==> src/hw/rtl/lmm_win_col.sv <==
// One column cell of the 3x3 window: holds top, middle and bottom samples.
// Loads the column from its inputs, the right neighbor cell or the newest samples, on every shift.
// Depends on nothing but its width parameter.
module lmm_win_col #(
  parameter int W = 16
) (
  input  logic         clk,
  input  logic         rst_n,
  input  logic         shift_en,
  input  logic [W-1:0] top_in,
  input  logic [W-1:0] mid_in,
  input  logic [W-1:0] bot_in,
  output logic [W-1:0] top_out,
  output logic [W-1:0] mid_out,
  output logic [W-1:0] bot_out
);

  logic [W-1:0] top_r;
  logic [W-1:0] mid_r;
  logic [W-1:0] bot_r;

  always_ff @(posedge clk) begin
    if (!rst_n) begin
      top_r <= '0;
      mid_r <= '0;
      bot_r <= '0;
    end else if (shift_en) begin
      top_r <= top_in;
      mid_r <= mid_in;
      bot_r <= bot_in;
    end
  end

  assign top_out = top_r;
  assign mid_out = mid_r;
  assign bot_out = bot_r;

endmodule

==> config.mk <==
export PLATFORM = sky130hd
export DESIGN_NAME = lmm_win_col
export DESIGN_NICKNAME = d
export VERILOG_FILES = /design/src/hw/rtl/lmm_win_col.sv
export SDC_FILE = /design/constraint.sdc
export NUM_CORES = 1
export LEC_CHECK = 0
export BUFFER_PORTS_ARGS = -buffer_cell sky130_fd_sc_hd__buf_2
export CAP_MARGIN = 5
export CORE_ASPECT_RATIO = 0.7
export CORE_MARGIN = 2
export CORE_UTILIZATION = 41
export CTS_BUF_LIST = sky130_fd_sc_hd__clkbuf_4
export CTS_CLUSTER_DIAMETER = 80
export DETAILED_ROUTE_END_ITERATION = 8
export PLACE_DENSITY_LB_ADDON = 0.15
export SLEW_MARGIN = 20
export SYNTH_ARGS = -nofsm -noshare
export SYNTH_HDL_FRONTEND = slang
export SYNTH_SLANG_ARGS = --single-unit
export TNS_END_PERCENT = 10
==> constraint.sdc <==
create_clock -name clk -period 0.8 [get_ports clk]
set_clock_uncertainty 0.1 [all_clocks]
set_input_delay 0.04 -clock clk [delete_from_list [all_inputs] [get_ports clk]]
set_output_delay 0.04 -clock clk [all_outputs]
set_load 0.02 [all_outputs]
==> results_dict.tcl <==
set metrics [dict create \
    grt_usage 0.1928 \
    first_global_vias 1620 \
    pre_cts_ws_ns -0.1642 \
    end_kind "primary output" \
    synth-seq-cells 48 \
    slowest_delay_ns 0.37 \
    reg2reg_depth 2 \
    ctsHtreeMaxLevel 2 \
    clkPwrFrac 0.216 \
    cp.depth 1 \
    cpMaxStageDelayCell "dfxtp_2" \
    yosysTopAreaCellShare 0.5207 \
    numCtsBuffers 5 \
    synth_cells 155 \
    worstMarginPinSlew_ns 0.6442 \
    fin_util 0.7465 \
    antenna_found_initial 0 \
    hold_slack_ns 0.1364 \
    synth_fa_ha_area_frac 0 \
    clk_latency_ns 0.34 \
    p_switching_mw 1.265 \
    powerDensity_nw_per_um2 1508 \
    rsz0062_at_grt "yes" \
    post_cts_buffers 0 \
    syn_to_final_growth_pct 75.12 \
    p_int_mw 3.610 \
    crit_fanout 2 \
    yosysSeqAreaShare 0.5207 \
    routabilityCongestion 0.6447 \
    synth_nets 206 \
    p_leak_nw 1.521 \
    synthMuxAreaShare 0.2603 \
    path_cells "buf_6" \
    portBuffers 98 \
    fin_tns_setup_ns -7.252 \
    yosysTopAreaCell "dfxtp_1" \
    cts_root_buffer "clkbuf_4" \
    ios 99 \
    ir_drop_mv 1.037 \
    critPathLaunchType "register" \
    clk_path_buf_depth 2 \
    cp.arrival_ns 0.83 \
    grt_start_max_net_pins 49 \
    hold_depth 4 \
    synth_area_sq_um 1846 \
    yosys_warnings 0 \
    violations "setup timing" \
    layout.nets 350 \
    drt-total-wl_mm 4.635 \
    core_area_sq_um 4329 \
    netlist_top_cells_area "dfxtp_1 (52%), mux2i_1 (26%), nor2b_1 (16%)" \
    grt_overflow 0 \
    dp_hpwl_mm 2.442 \
    critPathTopFamily "flip-flops" \
    path_buf_inv 1 \
    yosys.area_share.simple 0.1627 \
    critPathLaunch "top_out[11]$_SDFFE_PN0P_" \
    setup_ws_ns -0.1664 \
    combPwrFrac 0.238 \
    slew_headroom 0.5705 \
    layout_min_cycle_time_ns 0.9664 \
    diodes 0 \
    drt-pass1-iter-count 2 \
    power.total_mw 4.874 \
    path_class "reg -> out" \
    regToRegStartpoint "top_out[12]$_SDFFE_PN0P_" \
    row_count 20 \
    cap_violations 0 \
    synth_compound_area_frac 0 \
    dieHeight_microns 60.13 \
    drive_gt1_frac 0.5184 \
    via_per_inst 4.345 \
    fmax_ghz 1.035 \
    swShare 0.2594 \
    min_path_type "in -> reg" \
    clock_sinks 48 \
    cts_tree "yes" \
    clk_pin_slew_worst_paths_ns 0.13 \
    slew_violations 0 \
    ant_nets 0 \
    post-route-period-util 1.208 \
    outcome "finished with violations" \
    start_util 0.4263 \
    drc 0 \
    synth_top_family_by_area "multiplexers" \
    cp_data_required_time_ns 0.66 \
    power_frac_seq 0.546 \
    vias 1538 \
    hold_viol_final 0 \
    die-area_sq_um 5062 \
    drt_iter0_drc 33 \
    synth_xor_area_frac 0 \
    setup_viol 48 \
    grt_pass1_wl_mm 7.617 \
    post_drt_wl_per_cell_microns 13.09 \
    die_w_microns 84.19 \
    hp-start "shift_en" \
    syn_area_per_cell_sq_um 11.91 \
    synth_cell_type_count 7 \
]
[power groups by stage]
stage / Sequential (mW) / Combinational (mW) / Clock, mW
2_1_floorplan: 2.83 / 0.350 / 0
3_3_place_gp: 2.65 / 0.800 / 0
3_5_place_dp: 2.65 / 0.809 / 0
4_1_cts: 2.66 / 1.15 / 1.11
5_1_grt: 2.68 / 1.25 / 1.23
6_report: 2.66 / 1.16 / 1.05
[registers in the layout, summed over array words and instances (netlist names)]
register,cells
bot_out,16
top_out,16
mid_out,16
[routing by layer]
metal  vias to the layer above  GRT usage  share of wire
li1                        795          -              -
met1                       681     0.2159           0.42
met2                        56     0.3594           0.52
met3                         6    0.04696          0.054
met4                         0    0.07834          0.014
met5                         -          0              0
[cell usage after synthesis]
library cell,count
buf_12,3
mux2i_1,48
buf_2,2
clkbuf_1,3
dfxtp_1,48
buf_4,3
nor2b_1,48
[kinds of logic after synthesis]
group | after synthesis
and+or+nand+nor | 48
DFF | 48
muxes | 48
buffers and inverters | 11
[worst min-delay path: cells and delay by family]
family,cells,cell delay [ns]
buffers and inverters,2,0.30
multiplexers,1,0.15
AND/OR/NAND/NOR,1,0.05
[placed cells by master, fill, tap and decap left out]
| cell type | instances |
|---|---|
| buf_12 | 2 |
| buf_2 | 50 |
| buf_6 | 48 |
| clkbuf_4 | 6 |
| clkinv_2 | 1 |
| dfxtp_2 | 48 |
| dlygate4sd3_1 | 48 |
| mux2i_1 | 48 |
| nor2b_1 | 48 |
[through the flow]
stage	cells	area [sq um]
floorplan	155	1853
global placement	299	2341
detailed placement	299	2341
CTS	354	3232
global route	354	3232
finish	354	3232
[worst paths after layout]
| path | endpoint | slack [ns] |
|---|---|---|
| max | top_out[11] | -0.17 |
| min | bot_out[10]$_SDFFE_PN0P_ | 0.14 |
| max reg2reg | top_out[12]$_SDFFE_PN0P_ | 0.03 |
| min reg2reg | top_out[13]$_SDFFE_PN0P_ | 0.43 |
[area by class of cell]
type | count | area [sq um]
timing repair buffer | 148 | 1311
fill | 325 | 1097
sequential | 48 | 1021
multi-input combinational | 96 | 780.7
tap | 55 | 68.82
clock buffer | 6 | 45.04
clock inverter | 1 | 5.005
[what timing repair did]
item,in CTS,in global routing
setup endpoints to repair,48,50
cloned,0,0
resized for setup,144,0
endpoints found under the hold margin,48,0
hold buffers,48,0
Note: power is estimated with default switching activity, not from simulation.
