$ cat src/hw/rtl/lmm_pkg.sv
// Shared types and constants of the 3x3 local maximum marker.
// Holds the payload structs, register indexes and action codes.
// No dependencies.
package lmm_pkg;

  localparam int SAMPLE_W  = 16;
  localparam int IDX_W     = 10;
  localparam int CFG_W     = 11;
  localparam int OUT_DEPTH = 4;
  localparam int OUT_CNT_W = 3;
  localparam int OUT_PTR_W = 2;

  localparam logic ACT_PUSH  = 1'b0;
  localparam logic ACT_FLUSH = 1'b1;

  localparam logic REG_MODE = 1'b0;
  localparam logic REG_SIZE = 1'b1;

  localparam logic MODE_FOUR  = 1'b0;
  localparam logic MODE_EIGHT = 1'b1;

  localparam logic [CFG_W-1:0] SIZE_RESET = 11'd1024;

  typedef struct packed {
    logic                action;
    logic [SAMPLE_W-1:0] sample;
  } lmm_in_t;

  typedef struct packed {
    logic             mark;
    logic [IDX_W-1:0] row_index;
    logic [IDX_W-1:0] col_index;
    logic             frame_end;
  } lmm_out_t;

endpackage

$ cat src/hw/rtl/lmm_out_fifo.sv
// Result queue between the mark stage and the output channel.
// Lets the input side keep going while a result waits for transfer.
// Depends on lmm_pkg.
module lmm_out_fifo (
  input  logic                      clk,
  input  logic                      rst_n,
  input  logic                      push,
  input  lmm_pkg::lmm_out_t         push_data,
  output logic                      out_valid,
  input  logic                      out_ready,
  output lmm_pkg::lmm_out_t         out_data,
  output logic [lmm_pkg::OUT_CNT_W-1:0] count
);
  import lmm_pkg::*;

  lmm_out_t               mem [OUT_DEPTH];
  logic [OUT_PTR_W-1:0]   wr_ptr_r;
  logic [OUT_PTR_W-1:0]   rd_ptr_r;
  logic [OUT_CNT_W-1:0]   cnt_r;
  logic                   pop;

  assign out_valid = (cnt_r != '0);
  assign pop       = out_valid && out_ready;
  assign out_data  = mem[rd_ptr_r];
  assign count     = cnt_r;

  always_ff @(posedge clk) begin
    if (push) begin
      mem[wr_ptr_r] <= push_data;
    end
  end

  always_ff @(posedge clk) begin
    if (!rst_n) begin
      wr_ptr_r <= '0;
      rd_ptr_r <= '0;
      cnt_r    <= '0;
    end else begin
      if (push) begin
        wr_ptr_r <= wr_ptr_r + OUT_PTR_W'(1);
      end
      if (pop) begin
        rd_ptr_r <= rd_ptr_r + OUT_PTR_W'(1);
      end
      if (push && !pop) begin
        cnt_r <= cnt_r + OUT_CNT_W'(1);
      end else if (pop && !push) begin
        cnt_r <= cnt_r - OUT_CNT_W'(1);
      end
    end
  end

endmodule

$ cat config.mk
export PLATFORM = sky130hd
export DESIGN_NAME = lmm_out_fifo
export DESIGN_NICKNAME = d
export VERILOG_FILES = /design/src/hw/rtl/lmm_pkg.sv /design/src/hw/rtl/lmm_out_fifo.sv
export SDC_FILE = /design/constraint.sdc
export NUM_CORES = 1
export LEC_CHECK = 0
export ABC_AREA = 0
export BUFFER_PORTS_ARGS = -buffer_cell sky130_fd_sc_hd__buf_4
export CAP_MARGIN = 20
export CORE_AREA = 2 2 88 90
export DETAILED_ROUTE_END_ITERATION = 8
export DIE_AREA = 0 0 90 92
export PLACE_DENSITY = 0.74
export SETUP_SLACK_MARGIN = 0.2
export SLEW_MARGIN = 5
export SYNTH_ARGS = -nofsm -noshare
export SYNTH_HDL_FRONTEND = slang
export SYNTH_SLANG_ARGS = --single-unit
$ cat constraint.sdc
create_clock -name clk -period 1.82 [get_ports clk]
set_clock_uncertainty 0.05 [all_clocks]
set_input_delay 0.091 -clock clk [delete_from_list [all_inputs] [get_ports clk]]
set_output_delay 0.091 -clock clk [all_outputs]
set_load 0.05 [all_outputs]
==> flow_summary.rst, run 1 <==
.. list-table::
   :header-rows: 1

   * - Metric
     - Value
   * - Switching portion of total power
     - 33.7%
   * - Number of routed nets with antenna violations
     - 0
   * - Worst Path Required
     - 2.05 ns
   * - Synthesized area per cell
     - 23.4 µm²
   * - Non-filler instance count after layout
     - 366
   * - Clock-pin slew reported for the worst setup and hold paths after clock tree synthesis
     - 0.08 ns
   * - Slew Limit Fails
     - 0
   * - Remaining global-route overflow
     - 0
   * - Cell-internal power
     - 4540 µW
   * - Cell variety after synth
     - 19
   * - Violations in the final reports
     - setup timing
   * - Max Clk Rate
     - 526 MHz
   * - Final setup fails
     - 1
   * - Height of the chip
     - 92 µm
   * - Number of instances on the worst hold path
     - 3
   * - Synth Instances
     - 156
   * - Clk root buf
     - clkbuf_8
   * - Via count
     - 1803
   * - Total routing usage reported by global routing
     - 16.2%
   * - Die boundary width
     - 90 µm
   * - Setup repair after global routing missed its margin
     - true
   * - Number of synthesis warnings
     - 0
   * - Deepest clock path buffer count
     - 2
   * - Sink count of the clock tree
     - 97
   * - Final number of hold-violating endpoints
     - 0
   * - Cell Area, Synth
     - 3650 µm²
   * - Crit path setup slack, layout
     - -0.0816 ns
   * - Switching pwr
     - 2300 µW
   * - Number of inserted filler cells in the final layout
     - 504
   * - Routed WL per cell
     - 16.9 µm
   * - Fraction of layout instances using a drive strength above 1
     - 45.8%
   * - Post-Synthesis Net Count
     - 188
   * - Worst vdd ir
     - 837 µV
   * - Status
     - finished, violations left
   * - Register Area
     - 2840 µm²
   * - Critical path startpoint category
     - register
   * - Worst Setup End Kind
     - register
   * - Kind of path behind the tightest hold check
     - in2reg
   * - Wire length of the first global-routing pass
     - 9900 µm
   * - Remaining max-slew budget at the tightest pin
     - 76.4%
   * - DR pass1 iterations
     - 4
   * - Sum of internal, switching and leakage power
     - 6840 µW
   * - Pin count of the biggest net entering global routing
     - 23
   * - Antenna diode count
     - 0
   * - Final critical delay including setup and external delays
     - 1.90 ns
   * - Setup TNS after final layout
     - -0.0816 ns
   * - Most common cell after layout, fill and taps aside
     - edfxtp_1
   * - Clock group share of total power
     - 17.4%
   * - H-tree level count
     - 3
   * - CTS tree
     - yes
   * - Pwr Density
     - 1370 nW/µm²
   * - Multi-input gate area in the final layout
     - 779 µm²
   * - HPWL after detailed placement
     - 3750 µm
   * - Register-to-register setup slack
     - -0.08 ns
   * - Fraction of the yosys area taken by sequential cells
     - 77.4%
   * - Portion of total power attributed to sequential cells
     - 39.1%
   * - Dominant cell type by area after synthesis
     - edfxtp_1
   * - Placeable core region
     - 7450 µm²
   * - Worst Tran Pin Value
     - 0.354 ns
   * - Worst hold path endpoint
     - wr_ptr_r[1]$_SDFFE_PN0P_
   * - Leak pwr
     - 0.00174 µW
   * - TritonCTS buffer count
     - 9
   * - Worst path arrival time
     - 2.13 ns
   * - Vias per inst
     - 4.93
   * - Initial cell density of the core
     - 49.0%
   * - First-iteration detailed-routing DRC count
     - 78
   * - Number of placed instances with taps included
     - 320
   * - Final cycle utilization of the critical path
     - 104%
   * - Crit path kind
     - reg2reg
   * - Clock latency on the worst-skew pair
     - 0.34 ns
   * - Worst reg2reg path depth
     - 7
   * - Vias in the first global route
     - 1971
   * - Final Util
     - 66.8%
   * - Yosys top cell area share
     - 72.5%
   * - Most used cells in the layout excluding fill and tap cells
     - edfxtp_1 (88), buf_4 (40), dlygate4sd3_1 (23), mux4_2 (22), buf_8 (21)
   * - Area enclosed by the die boundary
     - 8280 µm²
   * - Startpoint of the worst-slack reg-to-reg timing path
     - count[2]$_SDFFE_PN0P_
   * - Maximum fanout along the worst path
     - 2
   * - Number of nets in the layout
     - 292
   * - Most area-consuming cells after synthesis
     - edfxtp_1 (72%), mux4_2 (12%), dfxtp_1 (4.9%)
   * - PortBufs
     - 51
   * - Fraction of power consumed by combinational cells
     - 43.5%
   * - Core Rows
     - 32
   * - Placer's final routability congestion estimate
     - 0.693
   * - Reg-to-reg critical path endpoint
     - count[2]$_SDFFE_PN0P_
   * - Detailed Route WL
     - 6180 µm
   * - Max-capacitance violation count
     - 0
   * - Initial antenna violation count
     - 0
   * - Flip-flop and latch count after synthesis
     - 97
   * - Count of pins on the block boundary
     - 52
   * - Min-Delay Startpoint
     - push
   * - Area added between synthesis and finish
     - 36.4%
   * - DRC violations left
     - 0
   * - Worst slack after detailed placement
     - -0.0718 ns
how the worst max path moves through the flow:
stage | cells past startpoint | end | slack, ns | from
after floorplan | 7 | count[2]$_SDFFE_PN0P_ | -0.11 | count[2]$_SDFFE_PN0P_
after global placement | 7 | count[2]$_SDFFE_PN0P_ | -0.02 | count[2]$_SDFFE_PN0P_
after detailed placement | 7 | count[2]$_SDFFE_PN0P_ | -0.07 | count[2]$_SDFFE_PN0P_
after CTS | 7 | count[2]$_SDFFE_PN0P_ | -0.09 | count[2]$_SDFFE_PN0P_
after global routing | 7 | count[2]$_SDFFE_PN0P_ | -0.16 | count[2]$_SDFFE_PN0P_
final | 7 | count[2]$_SDFFE_PN0P_ | -0.08 | count[2]$_SDFFE_PN0P_
routing by layer:
layer  share of wire [%]  global-route usage [%]  wire length, µm  up-vias
li1                    -                       -                -      845
met1                  42                    18.9             2570      912
met3                 3.3                    4.35              207        9
met2                  53                    28.1             3310       37
met4                 1.6                    7.69               99        0
met5                   0                       0                0        -
cell families (layout without fill, tap and decap cells):
group | after synthesis | after routing | synth area share [%]
flip-flops | 97 | 97 | 77.4
multiplexers | 24 | 24 | 14.3
XOR/XNOR | 5 | 5 | 1.20
adder cells (fa/ha/maj) | 6 | 6 | 2.26
buffers and inverters | 7 | 115 | 1.20
AO/OA/AOI/OAI | 4 | 4 | 1.37
AND/OR/NAND/NOR | 13 | 13 | 2.23
worst max-delay path: stages (launching register included):
cell	delay (ns)
dfxtp_4	0.36
o31ai_4	0.27
ha_2	0.23
inv_2	0.04
fa_2	0.32
xor2_1	0.15
or3_1	0.30
a21boi_1	0.11
what timing repair did:
action                                  CTS  global route
hold endpoints to repair                 97             0
endpoints found under the setup margin   24            39
resized for setup                        49             5
buffers inserted                          6             1
gates cloned                              1             0
hold buffers                             23             0
power by group through the flow:
stage          Sequential, µW  Combinational (µW)  Clock, µW
3_3_place_gp             2750                2280          0
4_1_cts                  2670                2940       1220
3_5_place_dp             2750                2300          0
5_1_grt                  2690                3100       1300
2_1_floorplan            2820                1540          0
6_report                 2670                2980       1190
flip-flops by register name, indices dropped and copies added, names as in the netlist, named ones only:
name / count
rd_ptr_r: 2
wr_ptr_r: 2
count: 3
mem: 88
cell type report:
cell class	instances	share of cell area, %
sequential	97	57.0
clock inverter	6	0.880
inverter	3	0.226
multi-input combinational	52	15.7
timing repair buffer	97	21.1
tap	102	2.56
clock buffer	9	2.49
stage by stage:
step / hold WS (ns) / instance area (µm²)
3_3_place_gp: 0.241 / 4310
2_1_floorplan: 0.140 / 3660
5_1_grt: 0.0332 / 4980
6_report: 0.0355 / 4980
3_5_place_dp: 0.243 / 4310
4_1_cts: 0.0207 / 4950
synth_stat cells:
| cell type | number |
|---|---|
| inv_1 | 3 |
| or3_1 | 2 |
| xor2_1 | 2 |
| dfxtp_1 | 9 |
| fa_1 | 1 |
| ha_1 | 5 |
| buf_2 | 2 |
| o311ai_2 | 1 |
| mux2i_1 | 2 |
| nor2b_1 | 2 |
| mux4_2 | 20 |
| a21boi_1 | 1 |
| o31ai_4 | 1 |
| and2_1 | 9 |
| o21ai_0 | 1 |
| buf_6 | 2 |
| xnor2_1 | 3 |
| edfxtp_1 | 88 |
| mux4_1 | 2 |
Power figures use the tool's default switching activity.
==> run 2, diff against run 1 <==
Settings changed: BUFFER_PORTS_ARGS -buffer_cell sky130_fd_sc_hd__buf_4 to unset, CORE_AREA 2 2 88 90 to 2 2 84 86, DIE_AREA 0 0 90 92 to 0 0 86 88, DONT_BUFFER_PORTS set to 1, PLACE_DENSITY 0.74 to 0.73.
==> flow_summary.rst, run 2 (synthesis gave the netlist of run 1 again) <==
.. list-table::
   :header-rows: 1

   * - Metric
     - Value
   * - Core Rows
     - 30 (-6.3%)
   * - Status
     - finished, violations left
   * - Min-Delay Startpoint
     - rst_n
   * - Crit path setup slack, layout
     - -0.146 ns (-0.0647 ns)
   * - Worst vdd ir
     - 891 µV (+6.5%)
   * - Placer's final routability congestion estimate
     - 0.668 (-3.6%)
   * - Hold_ws
     - -0.181 ns (-0.216 ns)
   * - Total routing usage reported by global routing
     - 16.1% (-0.14 points)
   * - Startpoint of the worst-slack reg-to-reg timing path
     - count[1]$_SDFFE_PN0P_
   * - CTS tree
     - yes
   * - Setup TNS after final layout
     - -0.146 ns (-0.0647 ns)
   * - Non-filler instance count after layout
     - 288 (-21%)
   * - DR pass1 iterations
     - 6 (+2)
   * - Die boundary width
     - 86 µm (-4.4%)
   * - Remaining global-route overflow
     - 0 (unchanged)
   * - Cell with the biggest individual delay on the critical path
     - dfxtp_4
   * - Remaining max-slew budget at the tightest pin
     - 80.8% (+4.4 points)
   * - Crit path kind
     - reg2reg
   * - Largest register FFs
     - 88 (unchanged)
   * - Maximum fanout along the worst path
     - 2 (unchanged)
   * - PortBufs
     - 0 (-100%)
   * - Routed WL per cell
     - 19.4 µm (+15%)
   * - Area added between synthesis and finish
     - 21.2%
   * - Switching pwr
     - 2130 µW (-7.6%)
   * - Area enclosed by the die boundary
     - 7570 µm² (-8.6%)
   * - Fraction of layout instances using a drive strength above 1
     - 30.8% (-15 points)
   * - Vias per inst
     - 5.58 (+13%)
   * - Clock-pin slew reported for the worst setup and hold paths after clock tree synthesis
     - 0.09 ns (about the same)
   * - Most used cells in the layout excluding fill and tap cells
     - edfxtp_1 (88), dlygate4sd3_1 (23), mux4_2 (22), and2_1 (9), clkbuf_8 (9)
   * - Setup repair after global routing missed its margin
     - true
   * - Worst Setup End Kind
     - register
   * - Number of routed nets with antenna violations
     - 0 (unchanged)
   * - Switching portion of total power
     - 34.2% (+0.52 points)
   * - Beginning of the critical path
     - count[1]$_SDFFE_PN0P_
   * - Deepest clock path buffer count
     - 2 (unchanged)
   * - Portion of total power attributed to sequential cells
     - 43.0% (+3.9 points)
   * - Number of placed instances with taps included
     - 245 (-23%)
   * - Max Clk Rate
     - 509 MHz (-3.3%)
   * - Final number of hold-violating endpoints
     - 8 (+8)
   * - Max incr delay on CP
     - 0.36 ns (about the same)
   * - DRC violations left
     - 0 (unchanged)
   * - Final cycle utilization of the critical path
     - 108% (+3.6 points)
   * - Final setup fails
     - 1 (unchanged)
   * - Top register by number of flip-flops
     - mem
   * - Worst Tran Pin Value
     - 0.287 ns (-0.0661 ns)
   * - Clock group share of total power
     - 21.0% (+3.6 points)
   * - Initial antenna violation count
     - 0 (unchanged)
   * - Max-capacitance violation count
     - 0 (unchanged)
   * - TritonCTS buffer count
     - 9 (unchanged)
   * - Initial cell density of the core
     - 54.9% (+5.9 points)
   * - Critical path startpoint category
     - register
   * - Wire length of the first global-routing pass
     - 8590 µm (-13%)
   * - Count of pins on the block boundary
     - 52 (unchanged)
   * - Sink count of the clock tree
     - 97 (unchanged)
   * - Most common cell after layout, fill and taps aside
     - edfxtp_1
   * - Leak pwr
     - 0.00144 µW (-17%)
   * - H-tree level count
     - 3 (unchanged)
   * - Placeable core region
     - 6640 µm² (-11%)
   * - Fraction of power consumed by combinational cells
     - 36.0% (-7.5 points)
   * - First-iteration detailed-routing DRC count
     - 111 (+42%)
   * - Number of nets in the layout
     - 235 (-20%)
   * - Clock latency on the worst-skew pair
     - 0.35 ns (about the same)
   * - Worst path arrival time
     - 2.19 ns (+0.06 ns)
   * - Cell-internal power
     - 4100 µW (-9.7%)
   * - Worst slack after detailed placement
     - -0.158 ns (-0.0862 ns)
   * - HPWL after detailed placement
     - 3440 µm (-8.2%)
   * - Detailed Route WL
     - 5600 µm (-9.5%)
   * - Antenna diode count
     - 0 (unchanged)
   * - Final critical delay including setup and external delays
     - 1.97 ns (+0.0647 ns)
   * - Vias in the first global route
     - 1693 (-14%)
   * - Pin count of the biggest net entering global routing
     - 23 (unchanged)
   * - Pwr Density
     - 1410 nW/µm² (+2.4%)
   * - Cell breakdown of the critical path
     - o31ai_4 -> ha_2 -> inv_2 -> fa_2 -> xor2_1 -> or3_1 -> a21boi_1
   * - Slew Limit Fails
     - 0 (unchanged)
   * - Post-cts hold buffer count
     - 23 (unchanged)
   * - Height of the chip
     - 88 µm (-4.3%)
   * - Violations in the final reports
     - hold timing, setup timing
   * - Via count
     - 1606 (-11%)
   * - Final Util
     - 66.6% (-0.26 points)
   * - Kind of path behind the tightest hold check
     - in2reg
   * - Clk root buf
     - clkbuf_8
   * - Worst Path Required
     - 2.04 ns (about the same)
## run 2: cell count changes in the layout (fill, tap and decap cells not counted), moves of 3 or more
cell | before | now
buf_12 | 5 | 8
buf_4 | 40 | 5
buf_6 | 7 | 1
buf_8 | 21 | 2
clkinvlp_4 | 4 | 1
## run 2: critical path: cells and delay by family (launching register included)
family / cells / cell delay [ns]
adders and majority gates: 2 / 0.55
AOI/OAI and AO/OA: 2 / 0.41
DFF: 1 / 0.36
xor gates and xnor gates: 1 / 0.16
and+or+nand+nor: 1 / 0.32
buffers and inverters: 1 / 0.04
## run 2: final timing paths
| path | end | cells past startpoint | slack (ns) |
|---|---|---|---|
| max | count[2]$_SDFFE_PN0P_ | 7 | -0.15 |
| min | wr_ptr_r[1]$_SDFFE_PN0P_ | 1 | -0.18 |
| max reg2reg | count[2]$_SDFFE_PN0P_ | 7 | -0.15 |
| min reg2reg | wr_ptr_r[1]$_SDFFE_PN0P_ | 2 | 0.52 |
## run 2: per-stage QoR
stage,instance area (µm²),total power [µW],hold slack [ns]
after floorplan,3660,4360,0.140
after global placement,3890,4590,0.140
after detailed placement,3890,4660,0.140
after CTS,4420,6290,-0.197
after global routing,4420,6480,-0.195
final,4420,6230,-0.181
## run 2: area by class of cell
type / instances / area (µm²)
Clock inverter: 7 / 68.8
Multi-Input combinational cell: 52 / 783
Clock buffer: 9 / 124
Tap cell: 80 / 100
Timing Repair Buffer: 40 / 497
Sequential cell: 97 / 2840
Fill cell: 418 / 2220
Inverter: 3 / 11.3
## run 2: routing by layer
layer  GRT usage (%)  up-vias  share of wire, %  wire length [µm]
li1                -      728                 -                 -
met1            18.1      824                37              2090
met2            28.2       42                56              3130
met3            4.90       12               4.4               248
met4            7.65        0               2.3               128
met5               0        -                 0                 0
## run 2: repair_timing
| action | CTS | global route |
|---|---|---|
| hold endpoints to repair | 97 | 8 |
| gates cloned | 1 | 0 |
| gates resized for setup | 12 | 1 |
| buffers inserted | 3 | 0 |
| endpoints found under the setup margin | 25 | 24 |
| pin swaps | 2 | 1 |
## run 2: power by group through the flow
stage	combinational, µW	sequential (µW)	clock (µW)
after floorplan	1540	2820	0
after global placement	1880	2720	0
after detailed placement	1930	2730	0
after CTS	2270	2680	1340
after global routing	2350	2690	1440
final	2240	2680	1310
==> run 3, diff against run 2 <==
Settings changed: CORE_AREA 2 2 84 86 to 2 2 89 91, DIE_AREA 0 0 86 88 to 0 0 91 93, PLACE_DENSITY 0.73 to 0.66, RECOVER_POWER set to 100.
==> flow_summary.rst, run 3 (synthesis gave the netlist of run 1 again) <==
.. list-table::
   :header-rows: 1

   * - Metric
     - Value
   * - Status
     - finished, violations left
   * - Violations in the final reports
     - hold timing, setup timing
   * - Max incr delay on CP
     - 0.36 ns (about the same)
   * - Count of pins on the block boundary
     - 52 (unchanged)
   * - Crit path setup slack, layout
     - -0.115 ns (+0.0309 ns)
   * - Worst Setup End Kind
     - register
   * - Pin count of the biggest net entering global routing
     - 23 (unchanged)
   * - Pwr Density
     - 1450 nW/µm² (+2.6%)
   * - Worst hold path endpoint
     - count[0]$_SDFFE_PN0P_
   * - Buffering stage count on the worst path with inverters included
     - 1 (unchanged)
   * - Max Clk Rate
     - 517 MHz (+1.6%)
   * - Clock-pin slew reported for the worst setup and hold paths after clock tree synthesis
     - 0.08 ns (about the same)
   * - Hold_ws
     - -0.167 ns (+0.0133 ns)
   * - Vias in the first global route
     - 1803 (+6.5%)
   * - First-iteration detailed-routing DRC count
     - 85 (-23%)
   * - DRC violations left
     - 0 (unchanged)
   * - Core Rows
     - 32 (+6.7%)
   * - Height of the chip
     - 93 µm (+5.7%)
   * - Setup TNS after final layout
     - -0.115 ns (+0.0309 ns)
   * - Min-Delay Startpoint
     - rst_n
   * - Placer's final routability congestion estimate
     - 0.690 (+3.3%)
   * - PortBufs
     - 0 (unchanged)
   * - Leak pwr
     - 0.00146 µW (+1.4%)
   * - Kind of path behind the tightest hold check
     - in2reg
   * - Kind of cell adding the most delay to the critical path
     - adder cells
   * - Antenna diode count
     - 0 (unchanged)
   * - CTS tree
     - yes
   * - Remaining global-route overflow
     - 0 (unchanged)
   * - Initial cell density of the core
     - 48.5% (-6.4 points)
   * - Non-filler instance count after layout
     - 314 (+9.0%)
   * - Routed WL per cell
     - 19.1 µm (-1.9%)
   * - Final cycle utilization of the critical path
     - 106% (-1.7 points)
   * - Summed area of non-filler cells in the final layout
     - 4470 µm² (+1.1%)
   * - Vias per inst
     - 5.19 (-6.9%)
   * - Area added between synthesis and finish
     - 22.6%
   * - TritonCTS buffer count
     - 9 (unchanged)
   * - Worst Tran Pin Value
     - 0.655 ns (+0.367 ns)
   * - Clk root buf
     - clkbuf_8
   * - DR pass1 iterations
     - 4 (-2)
   * - Crit path kind
     - reg2reg
   * - Maximum fanout along the worst path
     - 2 (unchanged)
   * - Remaining max-slew budget at the tightest pin
     - 56.3% (-24 points)
   * - Fraction of layout instances using a drive strength above 1
     - 33.0% (+2.2 points)
   * - Wire length of the first global-routing pass
     - 9520 µm (+11%)
   * - Max-capacitance violation count
     - 0 (unchanged)
   * - Most used cells in the layout excluding fill and tap cells
     - edfxtp_1 (88), dlygate4sd3_1 (23), mux4_2 (22), clkbuf_8 (9), buf_4 (8)
   * - Register-to-register setup slack
     - -0.12 ns (+0.03 ns)
   * - Initial antenna violation count
     - 0 (unchanged)
   * - Die boundary width
     - 91 µm (+5.8%)
   * - Placement-stage cell area
     - 3950 µm² (+1.4%)
   * - Number of instances on the worst hold path
     - 1 (unchanged)
   * - Clock latency on the worst-skew pair
     - 0.33 ns (-0.02 ns)
   * - Worst path arrival time
     - 2.14 ns (-0.05 ns)
   * - Setup repair after global routing missed its margin
     - true
   * - Total routing usage reported by global routing
     - 15.0% (-1.1 points)
   * - Detailed Route WL
     - 5990 µm (+7.0%)
   * - Startpoint of the worst-slack reg-to-reg timing path
     - count[1]$_SDFFE_PN0P_
   * - Post-cts hold buffer count
     - 23 (unchanged)
   * - Critical path startpoint category
     - register
   * - Worst reg2reg path depth
     - 7 (unchanged)
   * - Deepest clock path buffer count
     - 2 (unchanged)
   * - Sink count of the clock tree
     - 97 (unchanged)
   * - Largest register FFs
     - 88 (unchanged)
   * - Worst slack after detailed placement
     - -0.0895 ns (+0.0686 ns)
   * - Worst Path Required
     - 2.03 ns (about the same)
   * - Number of placed instances with taps included
     - 267 (+9.0%)
   * - Cell breakdown of the critical path
     - o31ai_4 -> ha_2 -> inv_2 -> fa_2 -> xor2_1 -> or3_1 -> a21boi_2
   * - Final number of hold-violating endpoints
     - 8 (unchanged)
   * - Logic depth of the worst setup path including buffers
     - 7 (unchanged)
   * - Number of nets in the layout
     - 240 (+2.1%)
   * - Number of routed nets with antenna violations
     - 0 (unchanged)
   * - Area enclosed by the die boundary
     - 8460 µm² (+12%)
   * - Final setup fails
     - 1 (unchanged)
   * - Top register by number of flip-flops
     - mem
   * - Placeable core region
     - 7530 µm² (+13%)
   * - H-tree level count
     - 3 (unchanged)
   * - Slew Limit Fails
     - 0 (unchanged)
   * - Final critical delay including setup and external delays
     - 1.94 ns (-0.0309 ns)
   * - HPWL after detailed placement
     - 3850 µm (+12%)
   * - Via count
     - 1631 (+1.6%)
   * - Worst vdd ir
     - 821 µV (-7.9%)
   * - Cell with the biggest individual delay on the critical path
     - dfxtp_4
   * - Reg-to-reg critical path endpoint
     - count[2]$_SDFFE_PN0P_
   * - Most common cell after layout, fill and taps aside
     - edfxtp_1
## run 3: cell types whose count changed in the layout (fill, tap and decap cells not counted), sizes merged
cell / before / now
clkbuf: 9 / 13
clkinv: 4 / 1
buf: 17 / 18
bufinv: 1 / 2
inv: 4 / 5
## run 3: timing repair
item                       CTS  global route
hold endpoints to repair    97             8
buffers inserted             6             2
pin swaps                    2             1
resized for setup           12             1
setup endpoints to repair   25            24
gates cloned                 1             0
## run 3: how the worst max path moves through the flow
stage / start / end / slack [ns]
6_report: count[1]$_SDFFE_PN0P_ / count[2]$_SDFFE_PN0P_ / -0.12
5_1_grt: count[1]$_SDFFE_PN0P_ / count[2]$_SDFFE_PN0P_ / -0.21
4_1_cts: count[1]$_SDFFE_PN0P_ / count[2]$_SDFFE_PN0P_ / -0.08
3_5_place_dp: count[2]$_SDFFE_PN0P_ / count[2]$_SDFFE_PN0P_ / -0.09
3_3_place_gp: count[2]$_SDFFE_PN0P_ / count[2]$_SDFFE_PN0P_ / -0.03
2_1_floorplan: count[2]$_SDFFE_PN0P_ / count[2]$_SDFFE_PN0P_ / -0.11
## run 3: metrics by stage
step	utilization, %	power [µW]
2_1_floorplan	-	4360
3_3_place_gp	52.4	4640
3_5_place_dp	52.4	4710
4_1_cts	60.0	6530
5_1_grt	59.4	6710
6_report	59.4	6460
## run 3: power by group
part / switching [µW] / internal (µW)
logic: 1390 / 925
registers: 85.7 / 2600
clock network: 684 / 774
total: 2160 / 4300
## run 3: cell type report
cell class,instances,area (µm²)
Clock inverter,6,90.1
Tap cell,102,128
Inverter,3,11.3
Fill cell,573,3060
Sequential cell,97,2840
Clock buffer,9,124
Multi-Input combinational cell,52,787
Timing Repair Buffer,45,494
## run 3: metal layers
metal | global-route usage [%] | wire length [µm] | part of all wire (%) | vias up
met5 | 0 | 0 | 0 | -
met4 | 4.55 | 36 | 0.60 | 0
met3 | 3.22 | 183 | 3.1 | 4
met2 | 27.7 | 3420 | 57 | 35
met1 | 17.6 | 2350 | 39 | 851
li1 | - | - | - | 741
